## src/hdl/mbbc_pkg.sv

```systemverilog
// Shared constants and controller/datapath interface types for the mask crop block.
package mbbc_pkg;

  localparam int CFG_W         = 9;
  localparam int PIX_W         = 8;
  localparam int ORIGIN_W      = 8;
  localparam int SIZE_W        = 9;
  localparam int CFG_RESET_DIM = 256;
  localparam int DEF_MAX_WIDTH  = 256;
  localparam int DEF_MAX_HEIGHT = 256;

  localparam logic REG_IMAGE_WIDTH  = 1'b0;
  localparam logic REG_IMAGE_HEIGHT = 1'b1;

  localparam logic REQ_LOAD = 1'b0;
  localparam logic REQ_READ = 1'b1;

  localparam logic KIND_SUMMARY = 1'b0;
  localparam logic KIND_READOUT = 1'b1;

  typedef struct packed {
    logic load;
    logic read_issue;
    logic emit_sum;
    logic emit_err;
    logic emit_pix;
  } cmd_t;

  typedef struct packed {
    logic load_last;
    logic readout_ok;
  } status_t;

endpackage

```

## src/hdl/mbbc_ctrl.sv

```systemverilog
// Controller state machine: request decode, summary and readout sequencing.
module mbbc_ctrl import mbbc_pkg::*; (
  input  logic    clk,
  input  logic    rst,
  input  logic    start,
  input  logic    req_type,
  input  status_t status,
  output cmd_t    cmd,
  output logic    busy
);

  typedef enum logic [2:0] {
    ST_IDLE = 3'b001,
    ST_SUM  = 3'b010,
    ST_READ = 3'b100
  } state_t;

  state_t state, state_next;

  always_ff @(posedge clk) begin
    if (rst) begin
      state <= ST_IDLE;
    end else begin
      state <= state_next;
    end
  end

  always_comb begin
    cmd        = '0;
    state_next = state;
    case (state)
      ST_IDLE: begin
        if (start) begin
          if (req_type == REQ_LOAD) begin
            cmd.load = 1'b1;
            if (status.load_last) begin
              state_next = ST_SUM;
            end
          end else if (status.readout_ok) begin
            cmd.read_issue = 1'b1;
            state_next     = ST_READ;
          end else begin
            cmd.emit_err = 1'b1;
          end
        end
      end
      ST_SUM: begin
        cmd.emit_sum = 1'b1;
        state_next   = ST_IDLE;
      end
      ST_READ: begin
        cmd.emit_pix = 1'b1;
        state_next   = ST_IDLE;
      end
      default: begin
        state_next = ST_IDLE;
      end
    endcase
  end

  assign busy = (state != ST_IDLE);

endmodule

```

## config.mk

```make
export PLATFORM = sky130hd
export DESIGN_NAME = mbbc_ctrl
export DESIGN_NICKNAME = d
export VERILOG_FILES = /design/src/hdl/mbbc_pkg.sv /design/src/hdl/mbbc_ctrl.sv
export SDC_FILE = /design/constraint.sdc
export NUM_CORES = 1
export LEC_CHECK = 0
export BUFFER_PORTS_ARGS = -buffer_cell sky130_fd_sc_hd__buf_2
export CAP_MARGIN = 5
export CORE_AREA = 2 2 39 41
export DETAILED_ROUTE_END_ITERATION = 8
export DIE_AREA = 0 0 41 43
export SLEW_MARGIN = 0
export SYNTH_ARGS = -nofsm -noshare
export SYNTH_HDL_FRONTEND = slang
export SYNTH_SLANG_ARGS = --single-unit
```

## constraint.sdc

```tcl
create_clock -name clk -period 1.7 [get_ports clk]
set_clock_uncertainty 0.1 [all_clocks]
set_input_delay 0.255 -clock clk [delete_from_list [all_inputs] [get_ports clk]]
set_output_delay 0.255 -clock clk [all_outputs]
set_load 0.02 [all_outputs]
```

Yosys cells after proc, flatten, opt, wreduce, memory -nomap -nowiden
Index checks and enable logic that the tools add are counted.
{"block": "totals", "elab_cells": 24, "reg_bits": 3, "in_bits": 6, "out_inout_bits": 6}
{"block": "op_classes", "n_eq_ne": 5, "reduce_logical": 3, "n_bitwise": 1, "n_mux": 14}
{"operator": "1-bit 2-to-1 mux", "count": 9}
{"operator": "3-bit 2-to-1 mux", "count": 3}
{"operator": "2-bit 2-to-1 mux", "count": 2}
{"operator": "3-bit by 1-bit == test with 1-bit output, second input constant", "count": 1}
{"operator": "3-bit by 2-bit == test with 1-bit output, second input constant", "count": 1}
{"operator": "3-bit == test, second input constant", "count": 1}
{"operator": "3-bit by 1-bit != test with 1-bit output, second input constant", "count": 1}
{"operator": "3-bit AND reduction", "count": 1}
{"operator": "2-bit by 1-bit != test with 1-bit output, second input constant", "count": 1}
{"operator": "2-bit nonzero test", "count": 1}
{"operator": "2-bit OR reduction", "count": 1}
{"operator": "1-bit NOT", "count": 1}

Logic depth before layout (Yosys ltp)
Gate-level depths: netlist of run 1.
{"block": "depth", "ltp_word": 4, "ltp_mapped": 2, "ltp_nobuf": 2}

Worst setup path before layout of run 1
No wires, ideal clock.
{"block": "synth_timing", "path_kind": "reg2out", "startpoint": "register state[1]", "endpoint": "output cmd[1] in the netlist's numbering", "required_time_ns": 1.345, "path_slack_ns": 0.303, "path_buffers": 0, "stages_incl_launch_ff": 3, "arrival_time_ns": 1.042, "path_cell_list": "dfxtp_1 nand4bb_1 nor3_1"}
{"item": "start: declaration", "line_no": "mbbc_ctrl.sv:18", "text": "state_t state, state_next;"}
{"item": "start signal: assignment", "line_no": "mbbc_ctrl.sv:24", "text": "state <= state_next;"}
{"item": "end: declaration", "line_no": "mbbc_ctrl.sv:8", "text": "output cmd_t cmd,"}

==> results of run 1 <==
==> worst max path at each step <==
stage | cells past startpoint | end | slack (ns) | startpoint
CTS | 3 | cmd[1] | 0.12 | state[1]$_SDFFE_PP0P_
finish | 3 | cmd[1] | 0.15 | state[1]$_SDFFE_PP0P_
global route | 3 | cmd[1] | 0.03 | state[1]$_SDFFE_PP0P_
floorplan | 2 | cmd[1] | 0.30 | state[1]$_SDFFE_PP0P_
detailed placement | 3 | cmd[1] | 0.38 | state[1]$_SDFFE_PP0P_
global placement | 3 | cmd[1] | 0.39 | state[1]$_SDFFE_PP0P_
==> timing repair <==
| item | 4_1_cts | 5_1_grt |
|---|---|---|
| gates resized for setup | 0 | 1 |
| setup endpoints to repair | 0 | 1 |
| endpoints found under the hold margin | 0 | 0 |
==> metrics by stage <==
step	cells	instance area (um^2)	power (uW)	setup WS (ns)
after floorplan	17	159	98.9	0.303
after global routing	48	265	261	0.0283
after global placement	44	234	115	0.394
after detailed placement	44	234	116	0.377
final	48	265	240	0.147
after CTS	48	260	247	0.116
==> cells in the final DEF (no fill, tap or decap) <==
cell,Yosys,final
sky130_fd_sc_hd__a21oi_1,1,1
sky130_fd_sc_hd__buf_2,0,11
sky130_fd_sc_hd__clkbuf_1,0,1
sky130_fd_sc_hd__clkbuf_4,0,3
sky130_fd_sc_hd__dfxtp_1,3,3
sky130_fd_sc_hd__inv_1,2,2
sky130_fd_sc_hd__mux2i_1,1,1
sky130_fd_sc_hd__nand4bb_2,0,1
sky130_fd_sc_hd__nor2_1,1,1
sky130_fd_sc_hd__nor3_1,2,2
sky130_fd_sc_hd__nor3b_1,2,2
sky130_fd_sc_hd__nor4_2,1,1
sky130_fd_sc_hd__nor4b_1,1,1
sky130_fd_sc_hd__or3_1,1,1
sky130_fd_sc_hd__or3b_1,1,1
==> per-layer routing <==
layer | routed length (um) | up-vias
li1 | - | 95
met1 | 183 | 86
met2 | 207 | 7
met3 | 40 | 0
met4 | 0 | 0
met5 | 0 | -
==> power breakdown <==
| group | switching, uW | internal (uW) |
|---|---|---|
| Sequential | 2.67 | 73.5 |
| Combinational | 22.9 | 16.8 |
| Clock | 35.7 | 87.9 |
==> worst max-delay path: cells and delay by family (launching register included) <==
family / cells / cell delay, ns
DFF: 1 / 0.32
and+or+nand+nor: 2 / 0.46
buffers and inverters: 1 / 0.19
==> final cells by class <==
class                           count  area share, %
Clock buffer                        4           9.91
Timing Repair Buffer               11           20.8
Inverter                            2           2.83
Multi-Input combinational cell     12           36.3
Tap cell                           16           7.55
Sequential cell                     3           22.6
==> kinds of logic after synthesis <==
family	after synthesis	share of synthesized area, %
compound gates	1	3.15
simple gates	10	48.0
mux	1	6.30
buf+inv	2	4.73
flops	3	37.8
==> results, run 1 <==
- The max-slew violation count is 0.
- Counting distinct cell types in the post-synthesis netlist gives 12.
- The buffers inserted during post-CTS setup optimization is 0.
- For this run, asynchronously set or reset flops after synthesis account for 0%.
- The number of buffers inserted during clock tree synthesis is 3.
- In this run the core area contains 14 standard-cell rows.
- Yosys attributes the largest share of cell area to sky130_fd_sc_hd__dfxtp_1, sky130_fd_sc_hd__nor3b_1, sky130_fd_sc_hd__nor4_2, sky130_fd_sc_hd__nand4bb_1, sky130_fd_sc_hd__mux2i_1.
- The maximum vdd ir drop is 0.234 mV.
- The global routing stage identified its most utilized layer as met4.
- In this run the critical register-to-register path is launched from state[1]$_SDFFE_PP0P_.
- The number of instances in the synthesized netlist is 17.
- The largest net degree at the start of global routing is 6.
- The global placer's final weighted congestion is slightly above 0.7.
- The number of antenna diodes is 0.
- Once detail routing completed, the nets flagged for antenna violations numbered 0.
- Compared with the post-synthesis result, the final layout area differs by 66.9%.
- The largest registers in the layout are state: 3 flops.
- The tree is rooted in a sky130_fd_sc_hd__clkbuf_4.
- The total routing usage reported by global routing is 6.12%.
- Setup repair after global routing left no endpoint under its margin.
- The setup slack of the worst register-to-register path is 0.49 ns.
- The fraction of the yosys area taken by sequential cells is 37.8%.
- The routed wire length is 431 um.
- Hold timing on the final database bottoms out at a slack of 0.125 ns.
- TritonCTS built the clock tree.
- The total number of vias is 188.
- The number of nets at the end of the flow is 39.
- Yosys mapped a number of flops with a built-in enable equal to 0.
- The run finished with clean final reports.
- The first global-routing pass estimated around 660 um of wire.
- Sorting the synthesized cells by how often they occur yields sky130_fd_sc_hd__dfxtp_1, sky130_fd_sc_hd__inv_1, sky130_fd_sc_hd__nor3_1, sky130_fd_sc_hd__nor3b_1.
- After detailed routing, the number of vias per cell comes to 3.92.
- Dividing total power by cell area gives a power density of 903 nW/um^2.
- The latest clock arrival within the worst-skew pair is 0.23 ns.
- The total overflow left after global routing is 0.
- From bottom edge to top edge, the die measures 43 um.
- The number of flip-flops under the largest register name is 3.
- The post-synthesis sequential element count is 3.
- For hold timing, the worst endpoint is state[2]$_SDFFE_PP0P_.
- Max-cap violations in this run came to 0.
- No sink is reached through more buffers than the 2 on the longest clock path.
- The count of buffers added on input and output ports is 11.
- Counting every net in the synthesized netlist gives 23.
- The register with the most flip-flops is state.
- The path type of the worst setup path is reg -> out.
- The netlist area before placement is 159 um^2.
- The destination of the worst register-to-register timing path is state[0]$_SDFFE_PP1P_.
- Derived from the worst setup path, the maximum achievable clock frequency is 644 MHz.
- Among all flip-flop cells after synthesis, the most frequent one is sky130_fd_sc_hd__dfxtp_1.
- The final-report hold violation count is 0.
- The deepest level of the CTS H-tree is 1.
- The largest area contributor in the netlist is sky130_fd_sc_hd__dfxtp_1.
- The global-route track usage on met1 is 6.11%.
- The number of cells on the worst hold path is 2.
- The hold buffer count at cts is 0.
- The data arrival time of the critical path is 1.20 ns.
- The share of post-route cells with drive strength above 1 is about half.
- The time the final worst path needs with I/O delays and setup is 1.55 ns.
- The synthesized area per cell is 9.35 um^2.
- The footprint of the flip-flops and latches is about 60 um^2.
- In the routed design, unresolved DRC markers number 0.
- The Yosys warning count is 0.
- The met2 global-route usage is under 10%.
- The static leakage power is 0.000129 uW.
- The share of the cycle needed by the critical path after routing is roughly 91%.
- For the worst setup path, the data required time is 1.34 ns.
- The placed wire-length estimate is between 300 and 400 um.
- STA classifies the critical path startpoint as a register.
- Yosys instantiated no cell more often than sky130_fd_sc_hd__dfxtp_1.
- The largest incremental delay on the critical path is 0.32 ns.
- The largest individual stage delay along the critical path comes from the cell sky130_fd_sc_hd__dfxtp_1.
- The routing usage on met3 is 3.66%.
- After the first detailed-routing iteration, the DRC count stood at 0.
- The area taken by multi-input logic gates is 96.3 um^2.
- The total I/O pin count is 12.
- The area fraction of the dominant cell type after synthesis is 37.8%.
- The initial antenna violation count is 0.
- The highest fanout seen on the critical path is 5.
- The slew at the pin closest to its max-slew limit is 0.217 ns.
- The number of clock sinks is 3.
- The detailed-router iteration count before antenna repair is 1.
- The setup violation total in the final timing report is 0.
- The worst register-to-register path has a depth of 2.
- Dividing the detail-routed wire length by the instance count gives 8.98 um.
- Measured along the x axis, the die boundary spans 41 um.
- The clock-pin slew on the worst setup and hold paths is about 0.04 ns.
- The critical path goes through nand4bb_2 > nor3_1 > buf_2.
- The starting density of the core is 11.5%.
- At the end of the flow the core is filled with cells to 19.2%.
- The kind of end point of the critical path is an output pin.
- The worst hold path begins at rst.
- The remaining max-slew budget at the tightest pin is ~85%.
- The number of global-route vias before repair came to 176.
- The number of fill cells is 161.
- The setup total negative slack is 0 ns.
- The die outline area is 1760 um^2.
- The path class of the tightest hold or removal check is in -> reg.
- The core box area is approximately 1400 um^2.
Power figures use the tool's default switching activity.
==> inputs of run 2 (changes only) <==
RECOVER_POWER = 100   (was unset)
==> results, run 2 (same netlist as run 1, synthesis figures left out) <==
- The cell area after layout was 256 um^2 (-3.3%).
- The power after layout is 238 uW (-0.53%).
- The wire length of the first global-routing pass is 655 um (unchanged).
- The remaining max-slew budget at the tightest pin was 83.3% (-2.0 points).
- The count of non-filler cells in the finished layout is 48 (unchanged).
- The number of max-capacitance violations reported is 0 (unchanged).
- The initial antenna violation count is 0 (unchanged).
- The final-report hold violation count is 0 (unchanged).
- The setup violation total in the final timing report is 0 (unchanged).
- The time the final worst path needs with I/O delays and setup is 1.56 ns (+0.00214 ns).
- The number of antenna diodes is 0 (unchanged).
- The deepest level of the CTS H-tree came to 1 (unchanged).
- The latest clock arrival within the worst-skew pair came to 0.23 ns (about the same).
- The width of the chip is 41 um (unchanged).
- The register with the most flip-flops is state.
- The average wire per standard cell is 9.02 um (+0.46%).
- The global placer's final weighted congestion is 0.710 (unchanged).
- The starting density of the core is 11.5% (unchanged).
- The cell at the root of the clock tree is sky130_fd_sc_hd__clkbuf_4.
- The smallest hold slack is 0.118 ns (-0.00702 ns).
- The total number of vias is 187 (-0.53%).
- The core box area is 1380 um^2 (unchanged).
- The post-placement cell count is 44 (unchanged).
- The worst reg-to-reg path cell count is 2 (unchanged).
- The buffers inserted during post-CTS setup optimization is 0 (unchanged).
- The critical hold path startpoint is rst.
- The total I/O pin count was 12 (unchanged).
- The critical path startpoint category is a register.
- The setup slack of the worst register-to-register path is 0.48 ns (about the same).
- Setup repair after global routing left no endpoint under its margin.
- The total placed instance area is 234 um^2 (unchanged).
- The largest net degree at the start of global routing is 6 (unchanged).
- The highest layer used for signal routing is met3.
- The critical path required time was 1.34 ns (about the same).
- The upper clock frequency limit is 643 MHz (-0.14%).
- The total routing usage reported by global routing came to 6.12% (unchanged).
- The routed length on met1 is 186 um (+1.6%).
- Leaving out fill and tap cells, the most frequent cell in the layout is sky130_fd_sc_hd__buf_2.
- The largest registers in the layout are state: 3 flops.
- The share of post-route cells with drive strength above 1 came to 40.6% (-9.4 points).
- The maximum clock insertion buffer count is 2 (unchanged).
- The die span in y came to 43 um (unchanged).
- The critical register-to-register path startpoint is state[1]$_SDFFE_PP0P_.
- The total of buffers placed on input and output ports is 11 (unchanged).
- The path type of the worst setup path is reg -> out.
- The via density per instance was 3.90 (-0.53%).
- TritonCTS built the clock tree.
- The area growth from synthesis to final layout is 61.4%.
- The number of clock sinks is 3 (unchanged).
- The max-slew violation count is 0 (unchanged).
- The setup total negative slack is 0 ns (unchanged).
- The number of DRC violations after detailed-routing iteration 0 is 0 (unchanged).
- The number of global-route vias before repair is 176 (unchanged).
- The placed wire-length estimate is 330 um (unchanged).
- The min-delay analysis places its worst path in the category in -> reg.
- The power density over cell area is 929 nW/um^2 (+2.9%).
- The detailed-router iteration count before antenna repair is 1 (unchanged).
- The share of the cycle needed by the critical path after routing is 91.5% (+0.13 points).
- The detailed-routed wire length on met2 was 204 um (-1.4%).
- The number of flip-flops under the largest register name is 3 (unchanged).
- The die outline area is 1760 um^2 (unchanged).
- The routed wire length is 433 um (+0.46%).
- The number of buffers inserted during clock tree synthesis came to 3 (unchanged).
- The kind of end point of the critical path is an output pin.
- The number of cells on the worst hold path is 2 (unchanged).
- The clock-pin slew on the worst setup and hold paths is 0.04 ns (about the same).
- The highest fanout seen on the critical path is 5 (unchanged).
- The number of placement rows is 14 (unchanged).
- The flow ran to the end, and the final reports show no timing, DRC or antenna violations.
- The met3 wirelength from detailed routing came to 42 um (+5.0%).
- The total congestion overflow was 0 (unchanged).
- The number of fill cells was 162 (+0.62%).
- The slew at the pin closest to its max-slew limit is 0.252 ns (+0.0348 ns).
- The number of design rule violations left after detail routing is 0 (unchanged).
- The maximum vdd ir drop is 0.234 mV (about the same).
- The number of nets at the end of the flow is 39 (unchanged).
- The path with the worst hold slack has its endpoint at state[2]$_SDFFE_PP0P_.
- The static leakage power was 0.000118 uW (-8.5%).
- The top cell types in the final layout, fill and taps aside, are sky130_fd_sc_hd__buf_2, sky130_fd_sc_hd__clkbuf_4, sky130_fd_sc_hd__clkbuf_1, sky130_fd_sc_hd__clkbuf_2, sky130_fd_sc_hd__dfxtp_1.
- The data arrival time of the critical path was 1.20 ns (about the same).
- The residual antenna-violating net count after detailed routing is 0 (unchanged).
- The destination of the worst register-to-register timing path is state[0]$_SDFFE_PP1P_.
-- run 2: changes by cell type in the layout (fill, tap and decap cells not counted) --
| cell | previous run | this run |
|---|---|---|
| sky130_fd_sc_hd__buf_2 | 11 | 6 |
| sky130_fd_sc_hd__clkbuf_2 | 0 | 3 |
| sky130_fd_sc_hd__clkbuf_1 | 1 | 3 |
| sky130_fd_sc_hd__nor4_1 | 0 | 1 |
| sky130_fd_sc_hd__nor4_2 | 1 | 0 |
-- run 2: area by class of cell --
cell class	count	area (um^2)	area share, %
Clock buffer	4	26.3	10.2
Inverter	2	7.51	2.93
Sequential cell	3	60.1	23.4
Multi-Input combinational cell	12	90.1	35.1
Tap cell	16	20.0	7.80
Timing Repair Buffer	11	52.6	20.5
-- run 2: power by group --
group	leakage (uW)	switching [uW]	internal, uW
logic	0.0000784	22.1	16.3
clock network	0.0000150	35.7	87.9
registers	0.0000245	2.68	73.5
total	0.000118	60.5	178
-- run 2: how the worst max path moves through the flow --
stage / start / endpoint / slack [ns] / cells after the start
floorplan: state[1]$_SDFFE_PP0P_ / cmd[1] / 0.30 / 2
global placement: state[1]$_SDFFE_PP0P_ / cmd[1] / 0.39 / 3
detailed placement: state[1]$_SDFFE_PP0P_ / cmd[1] / 0.38 / 3
CTS: state[1]$_SDFFE_PP0P_ / cmd[1] / 0.12 / 3
global route: state[1]$_SDFFE_PP0P_ / cmd[3] / 0.03 / 3
finish: state[1]$_SDFFE_PP0P_ / cmd[1] / 0.14 / 3
-- run 2: timing repair --
action	CTS	global route
hold buffers	0	0
gates resized for setup	0	1
endpoints found under the setup margin	0	1
-- run 2: metrics by stage --
| step | utilization [%] | setup WS, ns |
|---|---|---|
| after floorplan | - | 0.303 |
| after global placement | 16.9 | 0.394 |
| after detailed placement | 16.9 | 0.377 |
| after CTS | 18.8 | 0.116 |
| after global routing | 18.5 | 0.0261 |
| final | 18.5 | 0.144 |
-- run 2: per-layer routing --
metal | track usage, % | vias to the layer above
met4 | 8.00 | 0
met5 | 0 | -
li1 | - | 95
met1 | 6.11 | 85
met2 | 7.19 | 7
met3 | 3.66 | 0
-- run 2: worst max-delay path, cell delays in order, from the launching register on --
cell and delay (ns):
sky130_fd_sc_hd__dfxtp_1 0.32, sky130_fd_sc_hd__nand4bb_2 0.30, sky130_fd_sc_hd__nor3_1 0.16, sky130_fd_sc_hd__buf_2 0.19
